File: config.mk
export PLATFORM = sky130hd
export DESIGN_NAME = http_response_head_parser
export DESIGN_NICKNAME = d
export VERILOG_FILES = /design/src/hrhp_pkg.sv /design/src/hrhp_front.sv /design/src/hrhp_fifo.sv /design/src/hrhp_back.sv /design/src/http_response_head_parser.sv
export SDC_FILE = /design/constraint.sdc
export NUM_CORES = 1
export LEC_CHECK = 0
export ABC_AREA = 1
export ABC_CLOCK_PERIOD_IN_PS = 3110
export BUFFER_PORTS_ARGS = -buffer_cell sky130_fd_sc_hd__buf_2
export CORE_ASPECT_RATIO = 0.7
export CORE_MARGIN = 3
export CORE_UTILIZATION = 40
export DETAILED_ROUTE_END_ITERATION = 16
export RECOVER_POWER = 50
export SLEW_MARGIN = 20
export SYNTH_ARGS = -nofsm -noshare
export SYNTH_HDL_FRONTEND = slang
export SYNTH_SLANG_ARGS = --single-unit
File: constraint.sdc
create_clock -name clk -period 3.11 [get_ports clk]
set_input_delay 0.622 -clock clk [delete_from_list [all_inputs] [get_ports clk]]
set_output_delay 0.622 -clock clk [all_outputs]
set_load 0.02 [all_outputs]
File: src/hrhp_pkg.sv
// Shared types and constants of the HTTP response head parser.
// No dependencies.
package hrhp_pkg;

  localparam int QDEPTH = 4;
  localparam int QAW    = $clog2(QDEPTH);

  localparam logic [2:0] ROLE_FRAME  = 3'd0;
  localparam logic [2:0] ROLE_VER    = 3'd1;
  localparam logic [2:0] ROLE_NAME   = 3'd2;
  localparam logic [2:0] ROLE_VALUE  = 3'd3;
  localparam logic [2:0] ROLE_BODY   = 3'd4;

  localparam logic [1:0] RES_BUSY = 2'd0;
  localparam logic [1:0] RES_DONE = 2'd1;
  localparam logic [1:0] RES_BAD  = 2'd2;

  localparam logic [7:0] CH_H     = 8'h48;
  localparam logic [7:0] CH_T     = 8'h54;
  localparam logic [7:0] CH_P     = 8'h50;
  localparam logic [7:0] CH_SLASH = 8'h2F;
  localparam logic [7:0] CH_COLON = 8'h3A;
  localparam logic [7:0] CH_DOT   = 8'h2E;
  localparam logic [7:0] CH_SP    = 8'h20;
  localparam logic [7:0] CH_TAB   = 8'h09;
  localparam logic [7:0] CH_CR    = 8'h0D;
  localparam logic [7:0] CH_LF    = 8'h0A;
  localparam logic [7:0] CH_ZERO  = 8'h30;

  // Character classes worked out by the front end.
  typedef struct packed {
    logic digit;
    logic token;
    logic ctl;
    logic lws;
  } cls_t;

  typedef struct packed {
    logic       start;
    logic [7:0] data;
    cls_t       cls;
  } qent_t;

endpackage

File: src/hrhp_front.sv
// Front end: accepts input bytes and tags each with its character class.
// Depends on hrhp_pkg.
module hrhp_front (
  input  logic              in_start_req,
  input  logic [7:0]        in_data_byte,
  output hrhp_pkg::qent_t   ent
);

  function automatic logic is_sep(input logic [7:0] c);
    logic r;
    begin
      case (c)
        8'h28, 8'h29, 8'h3C, 8'h3E, 8'h40, 8'h2C, 8'h3B, 8'h3A, 8'h5C, 8'h22,
        8'h2F, 8'h5B, 8'h5D, 8'h3F, 8'h3D, 8'h7B, 8'h7D, 8'h20, 8'h09: r = 1'b1;
        default: r = 1'b0;
      endcase
      return r;
    end
  endfunction

  logic ascii;
  logic ctl;

  assign ascii = !in_data_byte[7];
  assign ctl   = (in_data_byte <= 8'd31) || (in_data_byte == 8'd127);

  always_comb begin
    ent.start     = in_start_req;
    ent.data      = in_data_byte;
    ent.cls.digit = (in_data_byte >= 8'h30) && (in_data_byte <= 8'h39);
    ent.cls.ctl   = ctl;
    ent.cls.token = ascii && !ctl && !is_sep(in_data_byte);
    ent.cls.lws   = (in_data_byte == hrhp_pkg::CH_SP) || (in_data_byte == hrhp_pkg::CH_TAB);
  end

endmodule

File: src/hrhp_fifo.sv
// Short queue between the classifier and the parsing state machine.
// Depends on hrhp_pkg.
module hrhp_fifo (
  input  logic            clk,
  input  logic            rst_n,
  input  logic            wr_en,
  input  hrhp_pkg::qent_t wr_data,
  output logic            full,
  input  logic            rd_en,
  output logic            not_empty,
  output hrhp_pkg::qent_t rd_data
);

  hrhp_pkg::qent_t mem [hrhp_pkg::QDEPTH];

  logic [hrhp_pkg::QAW-1:0] wptr_r, rptr_r;
  logic [hrhp_pkg::QAW:0]   cnt_r, cnt_nxt;

  assign full      = (cnt_r == (hrhp_pkg::QAW+1)'(hrhp_pkg::QDEPTH));
  assign not_empty = (cnt_r != '0);
  assign rd_data   = mem[rptr_r];

  always_comb begin
    cnt_nxt = cnt_r;
    if (wr_en && !rd_en) cnt_nxt = cnt_r + 1'b1;
    else if (rd_en && !wr_en) cnt_nxt = cnt_r - 1'b1;
  end

  always_ff @(posedge clk) begin
    if (wr_en) mem[wptr_r] <= wr_data;
  end

  always_ff @(posedge clk) begin
    if (!rst_n) begin
      wptr_r <= '0;
      rptr_r <= '0;
      cnt_r  <= '0;
    end else begin
      if (wr_en) wptr_r <= wptr_r + 1'b1;
      if (rd_en) rptr_r <= rptr_r + 1'b1;
      cnt_r <= cnt_nxt;
    end
  end

endmodule

File: src/hrhp_back.sv
// Back end: the parsing state machine and the output register.
// Depends on hrhp_pkg.
module hrhp_back (
  input  logic            clk,
  input  logic            rst_n,
  input  logic            q_valid,
  input  hrhp_pkg::qent_t q_data,
  output logic            q_pop,
  output logic            out_valid,
  input  logic            out_ready,
  output logic [7:0]      out_echo_byte,
  output logic [2:0]      out_byte_role,
  output logic            out_header_begin,
  output logic [9:0]      out_status_code,
  output logic [1:0]      out_parse_result
);

  localparam logic [4:0] PH_H      = 5'd0;
  localparam logic [4:0] PH_T1     = 5'd1;
  localparam logic [4:0] PH_T2     = 5'd2;
  localparam logic [4:0] PH_P      = 5'd3;
  localparam logic [4:0] PH_SLASH  = 5'd4;
  localparam logic [4:0] PH_MAJ0   = 5'd5;
  localparam logic [4:0] PH_MAJ    = 5'd6;
  localparam logic [4:0] PH_MIN0   = 5'd7;
  localparam logic [4:0] PH_MIN    = 5'd8;
  localparam logic [4:0] PH_C1     = 5'd9;
  localparam logic [4:0] PH_C2     = 5'd10;
  localparam logic [4:0] PH_C3     = 5'd11;
  localparam logic [4:0] PH_REASON = 5'd12;
  localparam logic [4:0] PH_LINE   = 5'd13;
  localparam logic [4:0] PH_LWS    = 5'd14;
  localparam logic [4:0] PH_NAME   = 5'd15;
  localparam logic [4:0] PH_SPC    = 5'd16;
  localparam logic [4:0] PH_VALUE  = 5'd17;
  localparam logic [4:0] PH_LF2    = 5'd18;
  localparam logic [4:0] PH_LF3    = 5'd19;
  localparam logic [4:0] PH_BODY   = 5'd20;

  logic [4:0] phase_r, phase_nxt;
  logic [9:0] code_r, code_nxt;
  logic       seen_r, seen_nxt;
  logic       err_r, err_nxt;
  logic       out_valid_r;
  logic [7:0] echo_r;
  logic [2:0] role_r;
  logic       begin_r;
  logic [9:0] status_r;
  logic [1:0] res_r;

  logic [4:0] ph, nx;
  logic [9:0] code, code_upd;
  logic       seen, err, bad;
  logic [2:0] role;
  logic       hbeg;
  logic [1:0] res;
  logic [7:0] c;
  logic [9:0] dig;

  assign c   = q_data.data;
  assign dig = {6'd0, 4'(c - hrhp_pkg::CH_ZERO)};

  assign q_pop = q_valid && (!out_valid_r || out_ready);

  always_comb begin
    // A start flag resets the parser before the byte is consumed.
    ph   = q_data.start ? PH_H : phase_r;
    code = q_data.start ? 10'd0 : code_r;
    seen = q_data.start ? 1'b0 : seen_r;
    err  = q_data.start ? 1'b0 : err_r;
    nx   = ph;
    code_upd = code;
    bad  = 1'b0;
    role = hrhp_pkg::ROLE_FRAME;
    hbeg = 1'b0;
    res  = hrhp_pkg::RES_BUSY;
    if (err) begin
      bad = 1'b1;
    end else begin
      case (ph)
        PH_H:     if (c == hrhp_pkg::CH_H) nx = PH_T1; else bad = 1'b1;
        PH_T1:    if (c == hrhp_pkg::CH_T) nx = PH_T2; else bad = 1'b1;
        PH_T2:    if (c == hrhp_pkg::CH_T) nx = PH_P; else bad = 1'b1;
        PH_P:     if (c == hrhp_pkg::CH_P) nx = PH_SLASH; else bad = 1'b1;
        PH_SLASH: if (c == hrhp_pkg::CH_SLASH) nx = PH_MAJ0; else bad = 1'b1;
        PH_MAJ0: begin
          if (q_data.cls.digit) begin
            role = hrhp_pkg::ROLE_VER;
            nx = PH_MAJ;
          end else bad = 1'b1;
        end
        PH_MAJ: begin
          if (c == hrhp_pkg::CH_DOT) begin
            role = hrhp_pkg::ROLE_VER;
            nx = PH_MIN0;
          end else if (q_data.cls.digit) role = hrhp_pkg::ROLE_VER;
          else bad = 1'b1;
        end
        PH_MIN0: begin
          if (q_data.cls.digit) begin
            role = hrhp_pkg::ROLE_VER;
            nx = PH_MIN;
          end else bad = 1'b1;
        end
        PH_MIN: begin
          if (c == hrhp_pkg::CH_SP) nx = PH_C1;
          else if (q_data.cls.digit) role = hrhp_pkg::ROLE_VER;
          else bad = 1'b1;
        end
        PH_C1: begin
          if (q_data.cls.digit) begin
            code_upd = dig;
            nx = PH_C2;
          end else bad = 1'b1;
        end
        PH_C2, PH_C3: begin
          if (q_data.cls.digit) begin
            code_upd = (code << 3) + (code << 1) + dig;
            nx = (ph == PH_C2) ? PH_C3 : PH_REASON;
          end else bad = 1'b1;
        end
        PH_REASON: if (c == hrhp_pkg::CH_LF) nx = PH_LINE;
        PH_LINE: begin
          if (c == hrhp_pkg::CH_CR) nx = PH_LF3;
          else if (seen && q_data.cls.lws) nx = PH_LWS;
          else if (!q_data.cls.token) bad = 1'b1;
          else begin
            seen = 1'b1;
            role = hrhp_pkg::ROLE_NAME;
            hbeg = 1'b1;
            nx = PH_NAME;
          end
        end
        PH_LWS: begin
          if (c == hrhp_pkg::CH_CR) nx = PH_LF2;
          else if (q_data.cls.lws) nx = PH_LWS;
          else if (q_data.cls.ctl) bad = 1'b1;
          else begin
            role = hrhp_pkg::ROLE_VALUE;
            nx = PH_VALUE;
          end
        end
        PH_NAME: begin
          if (c == hrhp_pkg::CH_COLON) nx = PH_SPC;
          else if (!q_data.cls.token) bad = 1'b1;
          else role = hrhp_pkg::ROLE_NAME;
        end
        PH_SPC:   if (c == hrhp_pkg::CH_SP) nx = PH_VALUE; else bad = 1'b1;
        PH_VALUE: begin
          if (c == hrhp_pkg::CH_CR) nx = PH_LF2;
          else if (q_data.cls.ctl) bad = 1'b1;
          else role = hrhp_pkg::ROLE_VALUE;
        end
        PH_LF2:   if (c == hrhp_pkg::CH_LF) nx = PH_LINE; else bad = 1'b1;
        PH_LF3: begin
          if (c == hrhp_pkg::CH_LF) begin
            nx = PH_BODY;
            res = hrhp_pkg::RES_DONE;
          end else bad = 1'b1;
        end
        PH_BODY:  role = hrhp_pkg::ROLE_BODY;
        default:  bad = 1'b1;
      endcase
    end
    // A rejected byte leaves the phase and the code where they were.
    if (bad) begin
      role      = hrhp_pkg::ROLE_FRAME;
      hbeg      = 1'b0;
      res       = hrhp_pkg::RES_BAD;
      err_nxt   = 1'b1;
      phase_nxt = ph;
      code_nxt  = code;
      seen_nxt  = q_data.start ? 1'b0 : seen_r;
    end else begin
      err_nxt   = err;
      phase_nxt = nx;
      code_nxt  = code_upd;
      seen_nxt  = seen;
    end
  end

  always_ff @(posedge clk) begin
    if (!rst_n) begin
      phase_r     <= PH_H;
      code_r      <= '0;
      seen_r      <= 1'b0;
      err_r       <= 1'b0;
      out_valid_r <= 1'b0;
    end else begin
      if (q_pop) begin
        phase_r <= phase_nxt;
        code_r  <= code_nxt;
        seen_r  <= seen_nxt;
        err_r   <= err_nxt;
      end
      if (q_pop) out_valid_r <= 1'b1;
      else if (out_ready) out_valid_r <= 1'b0;
    end
  end

  always_ff @(posedge clk) begin
    if (q_pop) begin
      echo_r   <= c;
      role_r   <= role;
      begin_r  <= hbeg;
      status_r <= code_nxt;
      res_r    <= res;
    end
  end

  assign out_valid        = out_valid_r;
  assign out_echo_byte    = echo_r;
  assign out_byte_role    = role_r;
  assign out_header_begin = begin_r;
  assign out_status_code  = status_r;
  assign out_parse_result = res_r;

endmodule

File: src/http_response_head_parser.sv
// Top level of the HTTP response head parser: classifier, queue, state machine.
// Depends on hrhp_pkg, hrhp_front, hrhp_fifo and hrhp_back.
//
//  channel | direction | payload                                         | handshake
//  in_     | input     | start_req, data_byte                            | in_valid / in_ready
//  out_    | output    | echo_byte, byte_role, header_begin,             | out_valid / out_ready
//          |           | status_code, parse_result                       |
//
// One byte per cycle sustained while out_ready stays high; a byte accepted at a clock
// edge is written into the queue at that edge and stepped into the output register
// when the back end pops it, which waits while the output register is stalled.
// With out_ready low, the output register and the four-entry queue take up to five
// bytes before in_ready falls; popping a full queue leaves in_ready low that cycle.
// Reset is synchronous and clears the queue, the parse state and out_valid;
// no clearing pass is needed, so a byte may be taken right after reset.
module http_response_head_parser (
  input  logic       clk,
  input  logic       rst_n,
  input  logic       in_valid,
  output logic       in_ready,
  input  logic       in_start_req,
  input  logic [7:0] in_data_byte,
  output logic       out_valid,
  input  logic       out_ready,
  output logic [7:0] out_echo_byte,
  output logic [2:0] out_byte_role,
  output logic       out_header_begin,
  output logic [9:0] out_status_code,
  output logic [1:0] out_parse_result
);

  hrhp_pkg::qent_t wr_ent, rd_ent;
  logic            q_full, q_valid, q_pop;

  assign in_ready = !q_full;

  hrhp_front u_front (
    .in_start_req (in_start_req),
    .in_data_byte (in_data_byte),
    .ent          (wr_ent)
  );

  hrhp_fifo u_fifo (
    .clk       (clk),
    .rst_n     (rst_n),
    .wr_en     (in_valid && !q_full),
    .wr_data   (wr_ent),
    .full      (q_full),
    .rd_en     (q_pop),
    .not_empty (q_valid),
    .rd_data   (rd_ent)
  );

  hrhp_back u_back (
    .clk              (clk),
    .rst_n            (rst_n),
    .q_valid          (q_valid),
    .q_data           (rd_ent),
    .q_pop            (q_pop),
    .out_valid        (out_valid),
    .out_ready        (out_ready),
    .out_echo_byte    (out_echo_byte),
    .out_byte_role    (out_byte_role),
    .out_header_begin (out_header_begin),
    .out_status_code  (out_status_code),
    .out_parse_result (out_parse_result)
  );

endmodule

* Word level (Yosys, flattened, before mapping) *
Memory sizes are Yosys's and may differ from the RTL's. A register that Yosys moved wholly into a read port is not among the register bits.
Index checks and enable logic that the tools add are counted.

cells by class
  eq/ne operators = 50
  reductions and logical operators = 33
  bitwise gates (word level) = 2
  muxes and demuxes = 86
  add/subtract/negate cells = 7
  div/mod/pow operators = 0
  shifts and indexed selects = 0
  multipliers = 0
  magnitude comparators = 3

operator list
  operator              number
  $eq A8 B6 Y1 const B  16
  $mux W5               25
  $pmux W5 S18          1
  $eq A8 B7 Y1 const B  10
  $mux W10              5
  $eq A5 B4 Y1 const B  8
  $mux W1               36
  $eq A5 B5 Y1 const B  5
  $eq A8 B4 Y1 const B  3
  $mux W3               8
  $pmux W3 S8           1
  $eq A5 B3 Y1 const B  4
  $pmux W10 S2          1
  $reduce_or A19 Y1     1
  $mux W2               8
  $pmux W1 S14          1
  $reduce_or A2 Y1      7
  $add A10 B10 Y10      1
  $add A10 B4 Y10       1
  $eq A5 B2 Y1 const B  2
  $reduce_or A5 Y1      2
  $ge A8 B6 Y1 const B  1
  $le A8 B5 Y1 const B  1
  $le A8 B6 Y1 const B  1
  other kinds (14)      32

word-level totals
  word-level logic and storage cells = 196
  output and inout bits = 26
  memory bits (writable) = 52
  input bits = 13
  register bits = 49
  bits in read-only memories = 0
  memories kept = 1
  bits in latches = 0

memory list
  name        depth  width  read ports  clocked after Yosys merged registers in  wr ports  line             source
  u_fifo.mem  4      13     1           1                                        1         hrhp_fifo.sv:14  hrhp_pkg::qent_t mem [hrhp_pkg::QDEPTH];

* Longest topological paths before layout *
  word-level depth = 7
  depth in mapped cells = 24
  depth with buffers taken out = 23

* Cells and area by module *
A second synthesis with hierarchy kept.

second synthesis, totals
  cells, all modules = 800
  area, all modules = 6246.0 sq um

modules (own cells, without submodules)
  module                     sequential area each (sq um)  area each (sq um)  times used  cells an instance
  hrhp_back                  1081.0                        3458.3             1           539
  hrhp_fifo                  1741.7                        2421.1             1           185
  hrhp_front                 0.0                           352.8              1           73
  http_response_head_parser  0.0                           13.8               1           3

* Worst setup path before layout *
Ideal clock, no wire load.

  path type = register to register
  start = register (tool-made name)
  end = register u_back.status_r[8], in the netlist u_back.out_status_code[8] (data pin)
  data required time = 2852 ps
  setup time = 258 ps
  stages on the path, launching flop included = 22
  clock period less this slack = 2925 ps
  slack = 185 ps
  path buffers = 2
  data arrival time = 2667 ps
  path through = dfxtp_1 -> buf_6 -> nand2_1 -> nand3_2 -> nand2_4 -> buf_4 -> nand2_1 -> xor2_1 -> inv_1 -> ha_1 -> inv_1 -> fa_1 -> inv_1 -> a31oi_1 -> nor2_1 -> nor2_1 -> o21bai_1 -> a21oi_1 -> o21ai_1 -> o21ai_1 -> nand2_1 -> nand2_1

RTL lines
  what                  line              source
  to (signal assigned)  hrhp_back.sv:206  status_r <= code_nxt;
  to (decl)             hrhp_back.sv:48   logic [9:0] status_r;

==> key figures <==
Die
  • IO Pins: 39
  • Starting Density: 0.421
  • Die ar.: approximately 0.017 mm²
  • Num rows: 37
  • Chip width: 157 µm
  • DIE HEIGHT: between 100 and 150 µm
  • Core area: between 0.015 and 0.02 mm²

Synthesis
  • Commonest cells post-synth: nand2_1 (236), inv_1 (97), edfxtp_1 (76)
  • Register bit total from synthesis: slightly above 100
  • Number of synthesized flops with an enable pin: 76
  • Main combinational cell family by area after synthesis: simple AND/OR/NAND/NOR gates
  • Post-synthesis compound-gate area fraction: 0.116
  • Primary FF master, synth: edfxtp_1
  • Cells after Synth: 810
  • Distinct cell type count after synthesis: 53
  • Multiplexer share of the synthesized area: 0.00157
  • Post-Synth XOR/XNOR Area: 0.00688
  • Syn_nets: between 800 and 900
  • Adder-cell share of the synthesized area: 0.0436
  • Sequential fraction of the synthesis area: 0.443
  • Avg Inst Size Synth: a little under 8 µm²
  • Simple-gate share of the synthesized area: 0.297
  • Most common cell in the synthesized netlist: nand2_1
  • Top cells by area, synth: edfxtp_1 (36%), nand2_1 (14%), dfxtp_1 (8.5%)
  • Asr flop ratio synth: 0
  • Syn. warnings: 0
  • Top cell type's share of synthesized area: 0.358
  • Mapped Area: ~0.0064 mm²
  • Area leader, netlist: edfxtp_1

Pwr
  • Leakage: about 3.2 nW
  • Clk pwr share: 0.180
  • Switching power: about 2.7 mW
  • Sequential power share: 0.329
  • Comb power frac: 0.491
  • Pwr Density: between 800 and 900 mW/mm²
  • Pint: around 3.4 mW
  • Sw Ratio: 0.444
  • Max IR drop VDD: 0.705 mV

CTS
  • Clk_lat worst skew: 360 ps
  • H-tree levels: 3
  • CTS tree: built
  • Sink Count: 103
  • Clock root buffer: clkbuf_16
  • Cts bufs inserted: 9
  • Worst-path clk slew: around 70 ps
  • Longest Clk Path Bufs: 2

Layout
  • Share of the core filled with cells: 0.482
  • Net count, final: around 890
  • Area delta synth->final: 14.5%
  • Layout cells sized above 1: 0.178
  • Diode count: 0

STA
  • RSZ-0062 raised after global routing: yes
  • Final hold vios: 0
  • Clk_skew: 7.81 ps
  • F_max: 348 MHz
  • Min cycle time layout: approximately 2900 ps
  • Endpoints failing setup: 0
  • Max Slew Vio Count: 0
  • Fin crit share: 0.925
  • Least-Margin Pin Slew: 710 ps
  • Final TNS setup: 0 ps
  • Relative slew slack: 0.525

Drt
  • Post-DRT Antenna Nets: 0
  • First-pass detailed-route iteration total: 6
  • Vias: ~5,400
  • Final wirelength: 16,500 µm
  • DRC violation total after the first TritonRoute iteration: 410
  • Drt drc: 0
  • Via density per instance: 5.14
  • Mean routed wirelength per cell: about 16 µm

Global routing
  • Largest net degree at the start of global routing: 39
  • Overflow after GRT: 0
  • First-pass GRT wire length: between 20,000 and 30,000 µm
  • GRT Overall Usage: 0.191
  • Vias in the first global route: a little under 5,000
  • Antenna violations before repair: 0

Status
  • Status: complete, no violations

Setup path
  • Most common cell on crit path: o21ai_1
  • Crit-path max FO: 11
  • Crit-path cells: buf_8, buf_12, nand2_1, nand3_1, nand2_2, nor2_4, ha_2, inv_1, fa_2, inv_2, a31oi_4, nor2_1, nor2_1, o21bai_1, a21oi_1, o21ai_1, o21ai_1, nand2_1, nand2_2, o21ai_1, inv_1
  • CP Launch Type: flip-flop
  • Crit path arrival time: 3130 ps
  • Crit-path max cell delay: 400 ps
  • Critical Path RT: around 3400 ps
  • Setup CP Type: reg2reg
  • Critical path's slowest cell: fa_2
  • Worst Setup End Kind: flip-flop

Placed design
  • Placer Congestion: around 1
  • Post-DP HPWL: 11,800 µm
  • IO Port Bufs: 38

Run
  • Max Cap Viol: 0

Hold path
  • Hold Crit Class: reg2reg
[critical path: cells and delay by family (launching register included)]
family                     cells  cell delay, ps
and+or+nand+nor                8             680
DFF                            1             390
AOI/OAI and AO/OA              6             630
adders and majority gates      2             590
buffers and inverters          5             470
[cell type report]
class	instances	area, µm²
repair buffers	59	385
clock inverters	4	36.3
clock buffers	12	246
multi-input cells	573	3110
inverters	113	439
fillers	1487	7850
flip-flops and latches	103	2830
well taps	195	244
[registers in the layout, summed over array words and instances (netlist names), 2 cells and up, named ones only]
register                 count
u_fifo.mem                  52
u_back.code_r               10
u_back.out_status_code      10
u_back.out_echo_byte         8
u_back.phase_r               5
u_back.out_byte_role         3
u_fifo.cnt_r                 3
u_back.out_parse_result      2
u_fifo.rptr_r                2
u_fifo.wptr_r                2
[metrics by stage]
| stage | power (mW) | worst slack [ps] | instance area [µm²] | cells | hold slack, ps |
|---|---|---|---|---|---|
| final | 6.17 | 233 | 7290 | 1059 | 469 |
| after global routing | 6.64 | -35.8 | 7290 | 1059 | 484 |
| after CTS | 5.91 | 72.8 | 7070 | 1055 | 477 |
| after detailed placement | 4.78 | 89.5 | 6790 | 1039 | 467 |
| after global placement | 4.78 | 210 | 6790 | 1039 | 456 |
| after floorplan | 4.03 | 185 | 6370 | 810 | 436 |
[per-layer routing]
layer / GRT usage / share of wire / up-vias
li1: - / - / 2776
met1: 0.304 / 0.51 / 2461
met2: 0.259 / 0.41 / 188
met3: 0.0482 / 0.071 / 14
met4: 0.0385 / 0.010 / 0
met5: 0 / 0 / -
[kinds of logic after synthesis]
family          after synthesis
compound gates              127
buf+inv                     134
mux                           1
simple gates                419
fa+ha+maj                    21
xor+xnor                      5
flops                       103
[power groups by stage]
stage / Combinational, mW / Clock [mW] / Sequential [mW]
6_report: 3.03 / 1.11 / 2.03
4_1_cts: 2.76 / 1.14 / 2.02
3_5_place_dp: 2.74 / 0 / 2.04
5_1_grt: 3.37 / 1.20 / 2.07
3_3_place_gp: 2.74 / 0 / 2.04
2_1_floorplan: 1.81 / 0 / 2.22
[layout by cell type, fill, tap and decap left out, types with 3 or more instances in the layout]
cell type / count
o21a_1: 3
clkbuf_16: 10
inv_6: 3
ha_4: 3
nand4_2: 3
xor2_1: 5
edfxtp_1: 76
clkbuf_1: 11
nor2_1: 64
nand3_1: 50
buf_2: 29
nand2_2: 22
inv_2: 13
nor2_4: 9
ha_1: 14
a21oi_1: 42
buf_4: 16
nand3_2: 3
nand4_1: 10
o22ai_1: 7
a21oi_2: 3
nor2_2: 9
nor3_1: 10
nand2_1: 227
inv_1: 95
o21ai_0: 30
o21ai_1: 21
dfxtp_1: 25
[path summary, 6_finish.rpt]
| kind | startpoint | to | slack [ps] | depth (start not counted) |
|---|---|---|---|---|
| setup / recovery | flip-flop | u_back.code_r[8] | 230 | 21 |
| hold / removal | u_fifo.rptr_r[1] | flip-flop | 470 | 2 |
| setup reg to reg | flip-flop | u_back.code_r[8] | 230 | 21 |
| hold reg to reg | u_fifo.rptr_r[1] | flip-flop | 470 | 2 |
[what timing repair did]
action | CTS | global route
hold buffers | 0 | 0
resized for setup | 0 | 50
setup endpoints to repair | 0 | 7
setup buffers | 0 | 3
(Power assumes the default switching activity.)
